## config.mk

```make
export PLATFORM = sky130hd
export DESIGN_NAME = mips_r_type_execute_unit
export DESIGN_NICKNAME = d
export VERILOG_FILES = /design/src/design/mrte_pkg.sv /design/src/design/mips_r_type_execute_unit.sv /design/src/design/mrte_alu.sv /design/src/design/mrte_muldiv.sv
export SDC_FILE = /design/constraint.sdc
export NUM_CORES = 2
export LEC_CHECK = 0
export ABC_AREA = 1
export BUFFER_PORTS_ARGS = -buffer_cell sky130_fd_sc_hd__buf_2
export CORE_AREA = 5 5 286 288
export CTS_BUF_LIST = sky130_fd_sc_hd__clkbuf_4
export DETAILED_ROUTE_END_ITERATION = 6
export DIE_AREA = 0 0 291 293
export GPL_TIMING_DRIVEN = 0
export MAX_ROUTING_LAYER = met4
export SETUP_SLACK_MARGIN = 0.05
export SYNTH_ARGS = -nofsm -noshare
export SYNTH_HDL_FRONTEND = slang
export SYNTH_SLANG_ARGS = --single-unit
export TNS_END_PERCENT = 5
```

## constraint.sdc

```tcl
create_clock -name clk -period 4.5 [get_ports clk]
set_input_delay 0.45 -clock clk [delete_from_list [all_inputs] [get_ports clk]]
set_output_delay 0.45 -clock clk [all_outputs]
set_load 0.01 [all_outputs]
```

## src/design/mrte_pkg.sv

```systemverilog
// Shared types and codes for the R-type execute unit.
package mrte_pkg;

	typedef enum logic [4:0] {
		MODE_SLL  = 5'd0,
		MODE_SRL  = 5'd1,
		MODE_SRA  = 5'd2,
		MODE_SLLV = 5'd3,
		MODE_SRLV = 5'd4,
		MODE_SRAV = 5'd5,
		MODE_MFHI = 5'd6,
		MODE_MTHI = 5'd7,
		MODE_MFLO = 5'd8,
		MODE_MTLO = 5'd9,
		MODE_MULT = 5'd10,
		MODE_MULTU = 5'd11,
		MODE_DIV  = 5'd12,
		MODE_DIVU = 5'd13,
		MODE_ADD  = 5'd14,
		MODE_ADDU = 5'd15,
		MODE_SUB  = 5'd16,
		MODE_SUBU = 5'd17,
		MODE_AND  = 5'd18,
		MODE_OR   = 5'd19,
		MODE_XOR  = 5'd20,
		MODE_SLT  = 5'd21,
		MODE_SLTU = 5'd22
	} mode_t;

	localparam logic [4:0] StepLast = 5'd31;

	typedef struct packed {
		logic [4:0]  mode;
		logic [31:0] rs_value;
		logic [31:0] rt_value;
		logic [4:0]  shift_amount;
		logic [4:0]  dest_index;
	} req_t;

	typedef struct packed {
		logic [31:0] result_value;
		logic        write_enable;
		logic [4:0]  write_index;
		logic        overflow_trap;
		logic        divide_by_zero;
	} rsp_t;

	// HI/LO writes requested by an ALU operation (MTHI/MTLO)
	typedef struct packed {
		logic        hi_we;
		logic        lo_we;
		logic [31:0] wdata;
	} hilo_wr_t;

	typedef struct packed {
		logic is_div;
		logic is_signed;
	} md_cmd_t;

	typedef struct packed {
		logic        done;
		logic        div_zero;
		logic [31:0] hi;
		logic [31:0] lo;
	} md_stat_t;

	typedef enum logic [1:0] {
		MD_IDLE,
		MD_RUN,
		MD_FIX
	} md_state_t;

	typedef enum logic [1:0] {
		ST_IDLE,
		ST_BUSY,
		ST_HOLD
	} top_state_t;

endpackage

```

## src/design/mips_r_type_execute_unit.sv

```systemverilog
// MIPS32 R-type execute unit with HI/LO and bit-serial multiply/divide.
// ALU operations are combinational and registered at the output; mult/multu/div/divu
// run a start step, 32 shift-add / restoring-divide steps and a sign-fix step.
// A divide by zero skips the steps. One item in flight; a held result stalls input.
// Throughput: one ALU item per cycle unless the output stalls; mul/div stalls input.
// Reset clears HI, LO, the control state and the output valid.
module mips_r_type_execute_unit (
	input  logic            clk,
	input  logic            arst_n,
	input  logic            req_valid,
	output logic            req_stall,
	input  mrte_pkg::req_t  req_item,
	output logic            rsp_valid,
	input  logic            rsp_stall,
	output mrte_pkg::rsp_t  rsp_item
);

	mrte_pkg::top_state_t state_q, state_d;

	logic [31:0]         hi_q;
	logic [31:0]         lo_q;
	logic [4:0]          idx_q;
	logic                rsp_valid_q;
	mrte_pkg::rsp_t      rsp_q;
	mrte_pkg::rsp_t      pend_q;

	mrte_pkg::rsp_t      alu_rsp;
	mrte_pkg::hilo_wr_t  hilo_wr;
	mrte_pkg::md_cmd_t   md_cmd;
	mrte_pkg::md_stat_t  md_stat;
	mrte_pkg::rsp_t      fin_item;

	logic acc;
	logic is_md;
	logic fin;
	logic out_free;

	mrte_alu u_alu (
		.req     (req_item),
		.hi      (hi_q),
		.lo      (lo_q),
		.rsp     (alu_rsp),
		.hilo_wr (hilo_wr)
	);

	mrte_muldiv u_muldiv (
		.clk    (clk),
		.arst_n (arst_n),
		.start  (acc && is_md),
		.cmd    (md_cmd),
		.a      (req_item.rs_value),
		.b      (req_item.rt_value),
		.stat   (md_stat)
	);

	assign is_md = (req_item.mode == mrte_pkg::MODE_MULT) ||
	               (req_item.mode == mrte_pkg::MODE_MULTU) ||
	               (req_item.mode == mrte_pkg::MODE_DIV) ||
	               (req_item.mode == mrte_pkg::MODE_DIVU);
	assign md_cmd.is_div    = (req_item.mode == mrte_pkg::MODE_DIV) ||
	                          (req_item.mode == mrte_pkg::MODE_DIVU);
	assign md_cmd.is_signed = (req_item.mode == mrte_pkg::MODE_MULT) ||
	                          (req_item.mode == mrte_pkg::MODE_DIV);

	assign acc      = req_valid && !req_stall;
	assign out_free = !rsp_valid_q || !rsp_stall;
	assign fin      = (acc && !is_md) || md_stat.done;

	always_comb begin
		fin_item = alu_rsp;
		if (md_stat.done) begin
			fin_item                = '0;
			fin_item.write_index    = idx_q;
			fin_item.divide_by_zero = md_stat.div_zero;
		end
	end

	always_ff @(posedge clk or negedge arst_n) begin
		if (!arst_n) begin
			state_q <= mrte_pkg::ST_IDLE;
		end else begin
			state_q <= state_d;
		end
	end

	always_comb begin
		state_d   = state_q;
		req_stall = 1'b1;
		case (state_q)
			mrte_pkg::ST_IDLE: begin
				req_stall = 1'b0;
				if (acc && is_md) begin
					state_d = mrte_pkg::ST_BUSY;
				end else if (acc && !out_free) begin
					state_d = mrte_pkg::ST_HOLD;
				end
			end
			mrte_pkg::ST_BUSY: begin
				if (md_stat.done) begin
					state_d = out_free ? mrte_pkg::ST_IDLE : mrte_pkg::ST_HOLD;
				end
			end
			mrte_pkg::ST_HOLD: begin
				if (out_free) begin
					state_d = mrte_pkg::ST_IDLE;
				end
			end
			default: state_d = mrte_pkg::ST_IDLE;
		endcase
	end

	always_ff @(posedge clk or negedge arst_n) begin
		if (!arst_n) begin
			hi_q        <= '0;
			lo_q        <= '0;
			rsp_valid_q <= 1'b0;
		end else begin
			if (acc && hilo_wr.hi_we) begin
				hi_q <= hilo_wr.wdata;
			end
			if (acc && hilo_wr.lo_we) begin
				lo_q <= hilo_wr.wdata;
			end
			if (md_stat.done && !md_stat.div_zero) begin
				hi_q <= md_stat.hi;
				lo_q <= md_stat.lo;
			end
			if (out_free) begin
				rsp_valid_q <= fin || (state_q == mrte_pkg::ST_HOLD);
			end
		end
	end

	always_ff @(posedge clk) begin
		if (acc) begin
			idx_q <= req_item.dest_index;
		end
		// park the result while the output is stalled
		if (fin && !out_free) begin
			pend_q <= fin_item;
		end
		if (out_free) begin
			rsp_q <= (state_q == mrte_pkg::ST_HOLD) ? pend_q : fin_item;
		end
	end

	assign rsp_valid = rsp_valid_q;
	assign rsp_item  = rsp_q;

	a_done_only_busy: assert property (@(posedge clk) disable iff (!arst_n)
		md_stat.done |-> (state_q == mrte_pkg::ST_BUSY))
		else $error("multiply/divide finished outside busy state");

	a_hold_needs_full: assert property (@(posedge clk) disable iff (!arst_n)
		(state_q == mrte_pkg::ST_HOLD) |-> rsp_valid_q)
		else $error("result parked while output register empty");

	a_trap_no_write: assert property (@(posedge clk) disable iff (!arst_n)
		rsp_valid |-> !(rsp_item.overflow_trap && rsp_item.write_enable))
		else $error("overflow trap with register write");

	a_busy_no_output: assert property (@(posedge clk) disable iff (!arst_n)
		(state_q == mrte_pkg::ST_BUSY && !md_stat.done && !$past(state_q == mrte_pkg::ST_IDLE))
		|-> (!rsp_valid || $stable(rsp_item)))
		else $error("output changed while multiply/divide running");

endmodule

```

## src/design/mrte_alu.sv

```systemverilog
// Combinational ALU operations: shifts, add/sub, logic, compares and HI/LO moves.
module mrte_alu (
	input  mrte_pkg::req_t     req,
	input  logic [31:0]        hi,
	input  logic [31:0]        lo,
	output mrte_pkg::rsp_t     rsp,
	output mrte_pkg::hilo_wr_t hilo_wr
);

	logic [31:0] a;
	logic [31:0] b;
	logic [4:0]  sh_imm;
	logic [4:0]  sh_var;
	logic [31:0] sum;
	logic [31:0] dif;
	logic        add_ovf;
	logic        sub_ovf;

	assign a       = req.rs_value;
	assign b       = req.rt_value;
	assign sh_imm  = req.shift_amount;
	assign sh_var  = a[4:0];
	assign sum     = a + b;
	assign dif     = a - b;
	assign add_ovf = ~(a[31] ^ b[31]) & (a[31] ^ sum[31]);
	assign sub_ovf = (a[31] ^ b[31]) & (a[31] ^ dif[31]);

	always_comb begin
		rsp                = '0;
		rsp.write_index    = req.dest_index;
		hilo_wr            = '0;
		hilo_wr.wdata      = a;
		case (mrte_pkg::mode_t'(req.mode))
			mrte_pkg::MODE_SLL: begin
				rsp.result_value = b << sh_imm;
				rsp.write_enable = 1'b1;
			end
			mrte_pkg::MODE_SRL: begin
				rsp.result_value = b >> sh_imm;
				rsp.write_enable = 1'b1;
			end
			mrte_pkg::MODE_SRA: begin
				rsp.result_value = $unsigned($signed(b) >>> sh_imm);
				rsp.write_enable = 1'b1;
			end
			mrte_pkg::MODE_SLLV: begin
				rsp.result_value = b << sh_var;
				rsp.write_enable = 1'b1;
			end
			mrte_pkg::MODE_SRLV: begin
				rsp.result_value = b >> sh_var;
				rsp.write_enable = 1'b1;
			end
			mrte_pkg::MODE_SRAV: begin
				rsp.result_value = $unsigned($signed(b) >>> sh_var);
				rsp.write_enable = 1'b1;
			end
			mrte_pkg::MODE_MFHI: begin
				rsp.result_value = hi;
				rsp.write_enable = 1'b1;
			end
			mrte_pkg::MODE_MTHI: hilo_wr.hi_we = 1'b1;
			mrte_pkg::MODE_MFLO: begin
				rsp.result_value = lo;
				rsp.write_enable = 1'b1;
			end
			mrte_pkg::MODE_MTLO: hilo_wr.lo_we = 1'b1;
			mrte_pkg::MODE_ADD: begin
				// trap: suppress the write
				if (add_ovf) begin
					rsp.overflow_trap = 1'b1;
				end else begin
					rsp.result_value = sum;
					rsp.write_enable = 1'b1;
				end
			end
			mrte_pkg::MODE_ADDU: begin
				rsp.result_value = sum;
				rsp.write_enable = 1'b1;
			end
			mrte_pkg::MODE_SUB: begin
				if (sub_ovf) begin
					rsp.overflow_trap = 1'b1;
				end else begin
					rsp.result_value = dif;
					rsp.write_enable = 1'b1;
				end
			end
			mrte_pkg::MODE_SUBU: begin
				rsp.result_value = dif;
				rsp.write_enable = 1'b1;
			end
			mrte_pkg::MODE_AND: begin
				rsp.result_value = a & b;
				rsp.write_enable = 1'b1;
			end
			mrte_pkg::MODE_OR: begin
				rsp.result_value = a | b;
				rsp.write_enable = 1'b1;
			end
			mrte_pkg::MODE_XOR: begin
				rsp.result_value = a ^ b;
				rsp.write_enable = 1'b1;
			end
			mrte_pkg::MODE_SLT: begin
				rsp.result_value = {31'd0, ($signed(a) < $signed(b))};
				rsp.write_enable = 1'b1;
			end
			mrte_pkg::MODE_SLTU: begin
				rsp.result_value = {31'd0, (a < b)};
				rsp.write_enable = 1'b1;
			end
			default: ;
		endcase
	end

endmodule

```

## src/design/mrte_muldiv.sv

```systemverilog
// Bit-serial multiply (shift-add) and divide (restoring), one bit per cycle.
module mrte_muldiv (
	input  logic                clk,
	input  logic                arst_n,
	input  logic                start,
	input  mrte_pkg::md_cmd_t   cmd,
	input  logic [31:0]         a,
	input  logic [31:0]         b,
	output mrte_pkg::md_stat_t  stat
);

	mrte_pkg::md_state_t state_q, state_d;

	logic [31:0] hi_q;
	logic [31:0] lo_q;
	logic [31:0] opnd_q;
	logic [4:0]  cnt_q;
	logic        div_q;
	logic        neg_q;
	logic        rneg_q;
	logic        dz_q;

	logic [31:0] mag_a;
	logic [31:0] mag_b;
	logic [32:0] add_sum;
	logic [32:0] trial;
	logic [63:0] prod;
	logic [63:0] prod_fix;

	assign mag_a    = (cmd.is_signed && a[31]) ? (32'd0 - a) : a;
	assign mag_b    = (cmd.is_signed && b[31]) ? (32'd0 - b) : b;
	assign add_sum  = {1'b0, hi_q} + {1'b0, opnd_q};
	assign trial    = {hi_q, lo_q[31]} - {1'b0, opnd_q};
	assign prod     = {hi_q, lo_q};
	assign prod_fix = neg_q ? (64'd0 - prod) : prod;

	always_ff @(posedge clk or negedge arst_n) begin
		if (!arst_n) begin
			state_q <= mrte_pkg::MD_IDLE;
		end else begin
			state_q <= state_d;
		end
	end

	always_comb begin
		state_d       = state_q;
		stat          = '0;
		stat.div_zero = dz_q;
		case (state_q)
			mrte_pkg::MD_IDLE: begin
				if (start) begin
					state_d = (cmd.is_div && (b == 32'd0)) ? mrte_pkg::MD_FIX
					                                       : mrte_pkg::MD_RUN;
				end
			end
			mrte_pkg::MD_RUN: begin
				if (cnt_q == 5'd0) begin
					state_d = mrte_pkg::MD_FIX;
				end
			end
			mrte_pkg::MD_FIX: begin
				stat.done = 1'b1;
				if (div_q) begin
					stat.lo = neg_q ? (32'd0 - lo_q) : lo_q;
					stat.hi = rneg_q ? (32'd0 - hi_q) : hi_q;
				end else begin
					stat.hi = prod_fix[63:32];
					stat.lo = prod_fix[31:0];
				end
				state_d = mrte_pkg::MD_IDLE;
			end
			default: state_d = mrte_pkg::MD_IDLE;
		endcase
	end

	always_ff @(posedge clk) begin
		if (state_q == mrte_pkg::MD_IDLE && start) begin
			div_q  <= cmd.is_div;
			neg_q  <= cmd.is_signed && (a[31] ^ b[31]);
			rneg_q <= cmd.is_signed && a[31];
			dz_q   <= cmd.is_div && (b == 32'd0);
			cnt_q  <= mrte_pkg::StepLast;
			hi_q   <= '0;
			lo_q   <= cmd.is_div ? mag_a : mag_b;
			opnd_q <= cmd.is_div ? mag_b : mag_a;
		end else if (state_q == mrte_pkg::MD_RUN) begin
			cnt_q <= cnt_q - 5'd1;
			if (div_q) begin
				// keep the trial difference when it does not go negative
				hi_q <= trial[32] ? {hi_q[30:0], lo_q[31]} : trial[31:0];
				lo_q <= {lo_q[30:0], ~trial[32]};
			end else if (lo_q[0]) begin
				hi_q <= add_sum[32:1];
				lo_q <= {add_sum[0], lo_q[31:1]};
			end else begin
				hi_q <= {1'b0, hi_q[31:1]};
				lo_q <= {hi_q[0], lo_q[31:1]};
			end
		end
	end

endmodule
```

### Word-level counts from Yosys, hierarchy flattened

Index checks and enable logic that the tools add are counted.

| word-level totals | value |
|---|---|
| flip-flop bits (word level) | 259 |
| input port bits | 83 |
| output and inout port bits | 42 |
| word-level logic and storage cells | 161 |

| cells by class | value |
|---|---|
| $add $sub $neg | 10 |
| $lt $le $gt $ge | 2 |
| eq/ne operators | 31 |
| shifts and indexed selects | 6 |
| mux-type cells | 42 |
| bitwise logic cells | 10 |
| reduce and logical (&&, ||, !) cells | 36 |

Operators with widths:

| operator | number |
|---|---|
| 33-bit case mux with 17 select lines | 1 |
| 32-bit two-way mux | 17 |
| 64-bit two-way mux | 3 |
| 1-bit by 32-bit subtractor with 32-bit output (first input constant) | 4 |
| 40-bit two-way mux | 2 |
| 33-bit two-way mux | 2 |
| 32-bit less-than comparator | 2 |
| 32-bit by 5-bit << shifter with 32-bit output | 2 |
| 32-bit by 5-bit right shift with 32-bit output | 2 |
| 32-bit by 5-bit >>> shifter with 32-bit output | 2 |
| 1-bit by 64-bit subtractor with 64-bit output (first input constant) | 1 |
| 5-bit by 4-bit equality test with 1-bit output (second input constant) | 8 |
| 5-bit equality test (second input constant) | 7 |
| 32-bit by 32-bit adder with 33-bit output | 1 |
| 33-bit by 32-bit subtractor with 33-bit output | 1 |
| 32-bit adder | 1 |
| 32-bit bitwise AND | 1 |
| 32-bit zero test | 1 |
| 32-bit bitwise OR | 1 |
| 32-bit subtractor | 1 |
| 32-bit bitwise XOR | 1 |
| 5-bit by 3-bit equality test with 1-bit output (second input constant) | 4 |
| 2-bit two-way mux | 8 |
| 1-bit logical AND | 13 |
| 22 further kinds | 51 |

### Depth between registers and ports, before layout

| depth | value |
|---|---|
| depth after elaboration | 8 |
| gate-level depth with buffers | 23 |
| mapped depth without buffers | 21 |

### Hierarchy

Synthesis repeated with hierarchy kept, for this count alone.

| second synthesis, totals | value |
|---|---|
| cell total of the unflattened synthesis | 6,366 |
| area total of the unflattened synthesis | 36,105.9 um^2 |

Modules (own cells, without submodules):

| module | instances | cells an instance | area an instance (um^2) |
|---|---|---|---|
| mrte_muldiv | 1 | 2,938 | 16,270.6 |
| mrte_alu | 1 | 2,634 | 12,931.2 |
| mips_r_type_execute_unit | 1 | 794 | 6,904.1 |

### Worst setup path before layout

OpenSTA, ideal clock, no wires.

| timing path | value |
|---|---|
| path type | input-to-reg |
| start | input rsp_stall |
| end | register pend_q[0] (netlist bit) (enable) |
| setup time | 0.438 ns |
| arrival | 3.238 ns |
| required time | 4.062 ns |
| setup slack | 0.824 ns |
| stages on the path | 2 |
| cells stage by stage | nand2_1 > nor2_1 |

| on the way | value |
|---|---|
| cells in the longest elaborated chain, start to end | 4 |

Ends and longest elaborated chain:

| element | RTL line | source |
|---|---|---|
| start: declaration | mips_r_type_execute_unit.sv:14 | `input logic rsp_stall,` |
| 1-bit zero test | mips_r_type_execute_unit.sv:66 | `assign out_free = !rsp_valid_q \|\| !rsp_stall;` |
| 1-bit logical OR | mips_r_type_execute_unit.sv:66 |  |
| 1-bit zero test | mips_r_type_execute_unit.sv:139 | `if (fin && !out_free) begin` |
| 1-bit logical AND | mips_r_type_execute_unit.sv:139 |  |
| end signal: assignment | mips_r_type_execute_unit.sv:140 | `pend_q <= fin_item;` |
| end: declaration | mips_r_type_execute_unit.sv:25 | `mrte_pkg::rsp_t pend_q;` |

Every way passes these cells.
A chain may end at the register's enable or synchronous reset.

### Worst setup path in the final report

| timing path | value |
|---|---|
| start | input req_item[41] (netlist bit) |
| end | register rsp_q, in the netlist rsp_item[7] (data pin) |

| on the way | value |
|---|---|
| cells in the longest elaborated chain, start to end | 7 |
| elaborated cells between the ends (all ways) | 13 |

Ends and longest elaborated chain:

| element | RTL line | source |
|---|---|---|
| start: declaration | mips_r_type_execute_unit.sv:12 | `input mrte_pkg::req_t req_item,` |
| 32-bit subtractor, or another cell as far along | mrte_alu.sv:24 | `assign dif = a - b;` |
| 1-bit bitwise XOR, or another cell as far along | mrte_alu.sv:26 | `assign sub_ovf = (a[31] ^ b[31]) & (a[31] ^ dif[31]);` |
| 1-bit bitwise AND (on tied branches) | mrte_alu.sv:26, mrte_alu.sv:25 |  |
| 33-bit two-way mux (on tied branches) | mrte_alu.sv:82, mrte_alu.sv:70 |  |
| 33-bit case mux with 17 select lines (*) | mrte_alu.sv:33 | `case (mrte_pkg::mode_t'(req.mode))` |
| 40-bit two-way mux (*) | mips_r_type_execute_unit.sv:71 | `if (md_stat.done) begin` |
| 40-bit two-way mux (*) | mips_r_type_execute_unit.sv:143 | `rsp_q <= (state_q == mrte_pkg::ST_HOLD) ? pend_q : fin_item;` |
| end signal: assignment | mips_r_type_execute_unit.sv:143 |  |
| end: declaration | mips_r_type_execute_unit.sv:24 | `mrte_pkg::rsp_t rsp_q;` |

Every way passes the cells marked *; elsewhere a longest branch is shown, timed or not.

==> summary.md <==
| Metric | Value |
|---|---|
| Status | finished with violations |
| Failing checks | design-rule violations, negative setup slack |
| Hold Crit Class | in -> reg |
| Post-synth EDFFs | 153 |
| VDD IR-drop max | 0.000266 V |
| First-pass GRT wire length | 283000 µm |
| Mapped cell area | 0.0320 mm² |
| Post-synth ARST share | 0.266 |
| Hold EP | lo_q[25] |
| Final min period | 4.90 ns |
| Post-synth top area cell | nand2_1 |
| Vias | 41600 |
| First-pass DRT Iterations | 7 |
| Remaining DRCs | 3 |
| Worst slew pin tran | 1.44 ns |
| Sink Count | 259 |
| Yosys top cell area share | 0.170 |
| Nets | 5757 |
| Synth Area in Adders | 0.0714 |
| Synth cell types | 61 |
| Total Wirelength | 205000 µm |
| CTS Buf Count | 76 |
| Skew final | 0.0951 ns |
| Crit path largest cell delay | 0.80 ns |
| Worst Hold Path Cells | 3 |
| P&R area growth vs syn | 9.81% |
| Yosys Warn Count | 0 |
| I/O pins | 125 |
| Port bufs | 123 |
| Largest net degree at the start of global routing | 44 |
| Gr ovfl total | 0 |
| Initial Utilization | 0.407 |
| Vias in the first global route | 38100 |
| Most common cell in the netlist | nand2_1 |
| DP Area | 0.0340 mm² |
| CTS tree | yes |
| Initial antenna violation count | 12 |
| Max Slew Vio Count | 0 |
| Reg2Reg Capture Point | hi_q[16] |
| H-tree depth | 3 |
| CP required | 5.11 ns |
| Core area | 0.0786 mm² |
| Slowest CP cell | clkbuf_1 |
| Hold Crit Start | req_item[67] |
| Avg Cell Area, Syn | 6.05 µm² |
| Seq cells post-synth | 259 |
| Die Y | 293 µm |
| PwrDens | 469 mW/mm² |
| Hold Vio Cnt, Final | 0 |
| Final setup viols | 47 |
| GRT Overall Usage | 0.470 |
| Startpoint Class | input pin |
| Syn nets | 5549 |
| R2R Setup Slk | 0.10 ns |
| Sequential area share after synthesis | 0.221 |
| Average wire per standard cell | 31.0 µm |
| Worst R2R Start | u_muldiv.lo_q[0] |
| CP max FO | 10 |
| Crit path DAT | 5.51 ns |
| Complex-gate fraction of the synthesized area | 0.167 |
| CTS Buffer Depth | 3 |
| Worst reg2reg path depth | 16 |
| Clock Latency Late Sink | 0.90 ns |
| RSZ-0062 raised after global routing | yes |
| Share of cells above drive strength 1 | 0.0739 |
| Critical path class | in -> reg |
| Largest family of logic cells by synthesized area | simple AND/OR/NAND/NOR gates |
| Design Area, Final | 0.0351 mm² |
| Avg Vias per Cell | 6.29 |
| Post-Place Setup Slack | -1.52 ns |
| Syn Inst Count | 5286 |
| F_max | 204 MHz |
| Min Hold Slack | 0.0297 ns |
| Fin crit share | 1.09 |
| Max Cap Violations | 0 |
| Mux cell area share after synthesis | 0.00125 |
| Critical path, cell by cell | buf_2 -> clkbuf_1 -> inv_1 -> ha_1 -> inv_1 -> nand3_1 -> nand2_2 -> nand2_2 -> nor2_1 -> nand3_1 -> nand2_1 -> o21ai_0 |
| Synth Area in XOR/XNOR | 0.0444 |
| Synth Area in Simple Gates | 0.396 |
| Root Buffer | clkbuf_4 |
| Clock-pin transition on the worst setup and hold timing paths | 0.07 ns |
| Row count | 103 |
| Crit. End Element | flip-flop |
| Max-Slew Margin vs Limit | 0.0351 |
| Post-DP HPWL | 168000 µm |
| Die X | 291 µm |
| P_leak | 0.0167 µW |
| Post-synth top cells | nand2_1, nand3_1, inv_1 |
| Routability cong. | 1.18 |
| Number of routed nets with antenna violations | 0 |
| Top FF cell, synth | edfxtp_1 |
| Die Footprint | 0.0853 mm² |
| Synth top area cells | nand2_1, edfxtp_1, nand3_1 |
| Fin worst setup slack | -0.405 ns |
| Iter 0 DRT Violations | 7222 |
-- logic make-up after synthesis --
group,Yosys count
and+or+nand+nor,2957
AOI/OAI and AO/OA,923
buffers and inverters,801
DFF,259
adders and majority gates,180
xor gates and xnor gates,162
muxes,4
-- metrics by stage --
stage / power, µW / setup TNS [ns] / cells / util
after CTS: 16000 / 0 / 6597 / 0.446
after floorplan: 9850 / 0 / 5286 / -
after global placement: 13600 / -183.57 / 6459 / 0.431
after detailed placement: 13600 / -103.47 / 6464 / 0.433
final: 16500 / -9.22 / 6613 / 0.446
after global routing: 17300 / -1.38 / 6610 / 0.446
-- worst max path at each step --
stage,startpoint,end,depth (start not counted)
global route,req_item[41],rsp_item[8],15
CTS,u_muldiv.state_q[0],u_muldiv.lo_q[23],5
global placement,req_item[34],rsp_item[32],13
finish,req_item[41],rsp_item[7],12
detailed placement,req_item[37],rsp_item[7],18
floorplan,rsp_stall,pend_q[0],2
-- state kept, by name, summed over array words and instances, names as in the netlist --
name,flops
pend_q,40
rsp_item,40
hi_q,32
lo_q,32
u_muldiv.hi_q,32
u_muldiv.lo_q,32
u_muldiv.opnd_q,32
idx_q,5
u_muldiv.cnt_q,5
state_q,2
u_muldiv.state_q,2
rsp_valid,1
u_muldiv.div_q,1
u_muldiv.dz_q,1
u_muldiv.neg_q,1
u_muldiv.rneg_q,1
-- critical path, delay by kind of cell --
family | cells | cell delay, ns
buffers and inverters | 4 | 2.27
and+or+nand+nor | 6 | 1.98
adders and majority gates | 1 | 0.66
AOI/OAI and AO/OA | 1 | 0.08
-- routing by layer --
metal  wire, µm  global-route usage  share of wire
met5          0                   -              0
met1      75800               0.571           0.37
met3      27900               0.147           0.14
met4      20400               0.345           0.10
met2      80600               0.655           0.39
-- power by group --
part	switching, µW	total, µW	internal, µW
sequential	1190	4680	3490
combinational	6730	9480	2750
clock	1210	2310	1100
-- repair_timing --
item	in CTS	in global routing
hold buffers	14	0
endpoints found under the setup margin	68	73
setup buffers	3	0
endpoints found under the hold margin	91	0
gates resized for setup	3	5
-- area by class of cell --
class	instances	area, µm²
fill	8758	43500
multi-input combinational	4226	21800
sequential	259	7060
inverter	551	2080
tap	1050	1310
buffer	235	1030
timing repair buffer	145	876
clock buffer	106	796
clock inverter	25	136
antenna	16	40.0
-- placed cells by master (no fill, tap or decap), drive strengths merged, types with 16 or more instances in the layout --
| cell | Yosys | layout |
|---|---|---|
| a211oi | 17 | 17 |
| nand3 | 846 | 846 |
| buf | 104 | 235 |
| dfrtp | 69 | 69 |
| o211ai | 56 | 56 |
| ha | 176 | 176 |
| nand4 | 53 | 53 |
| nor4 | 22 | 22 |
| or2 | 16 | 16 |
| o22ai | 32 | 32 |
| a21oi | 316 | 316 |
| clkinv | 6 | 25 |
| clkbuf | 146 | 237 |
| a31oi | 46 | 46 |
| o221ai | 30 | 30 |
| dfxtp | 37 | 37 |
| nand2 | 1457 | 1457 |
| o21bai | 33 | 33 |
| edfxtp | 153 | 153 |
| o21ai | 338 | 338 |
| nor2 | 479 | 479 |
| inv | 545 | 549 |
| nor3 | 58 | 58 |
| xnor2 | 19 | 19 |
| diode | 0 | 16 |
| xor2 | 143 | 143 |
(Power assumes the default switching activity.)
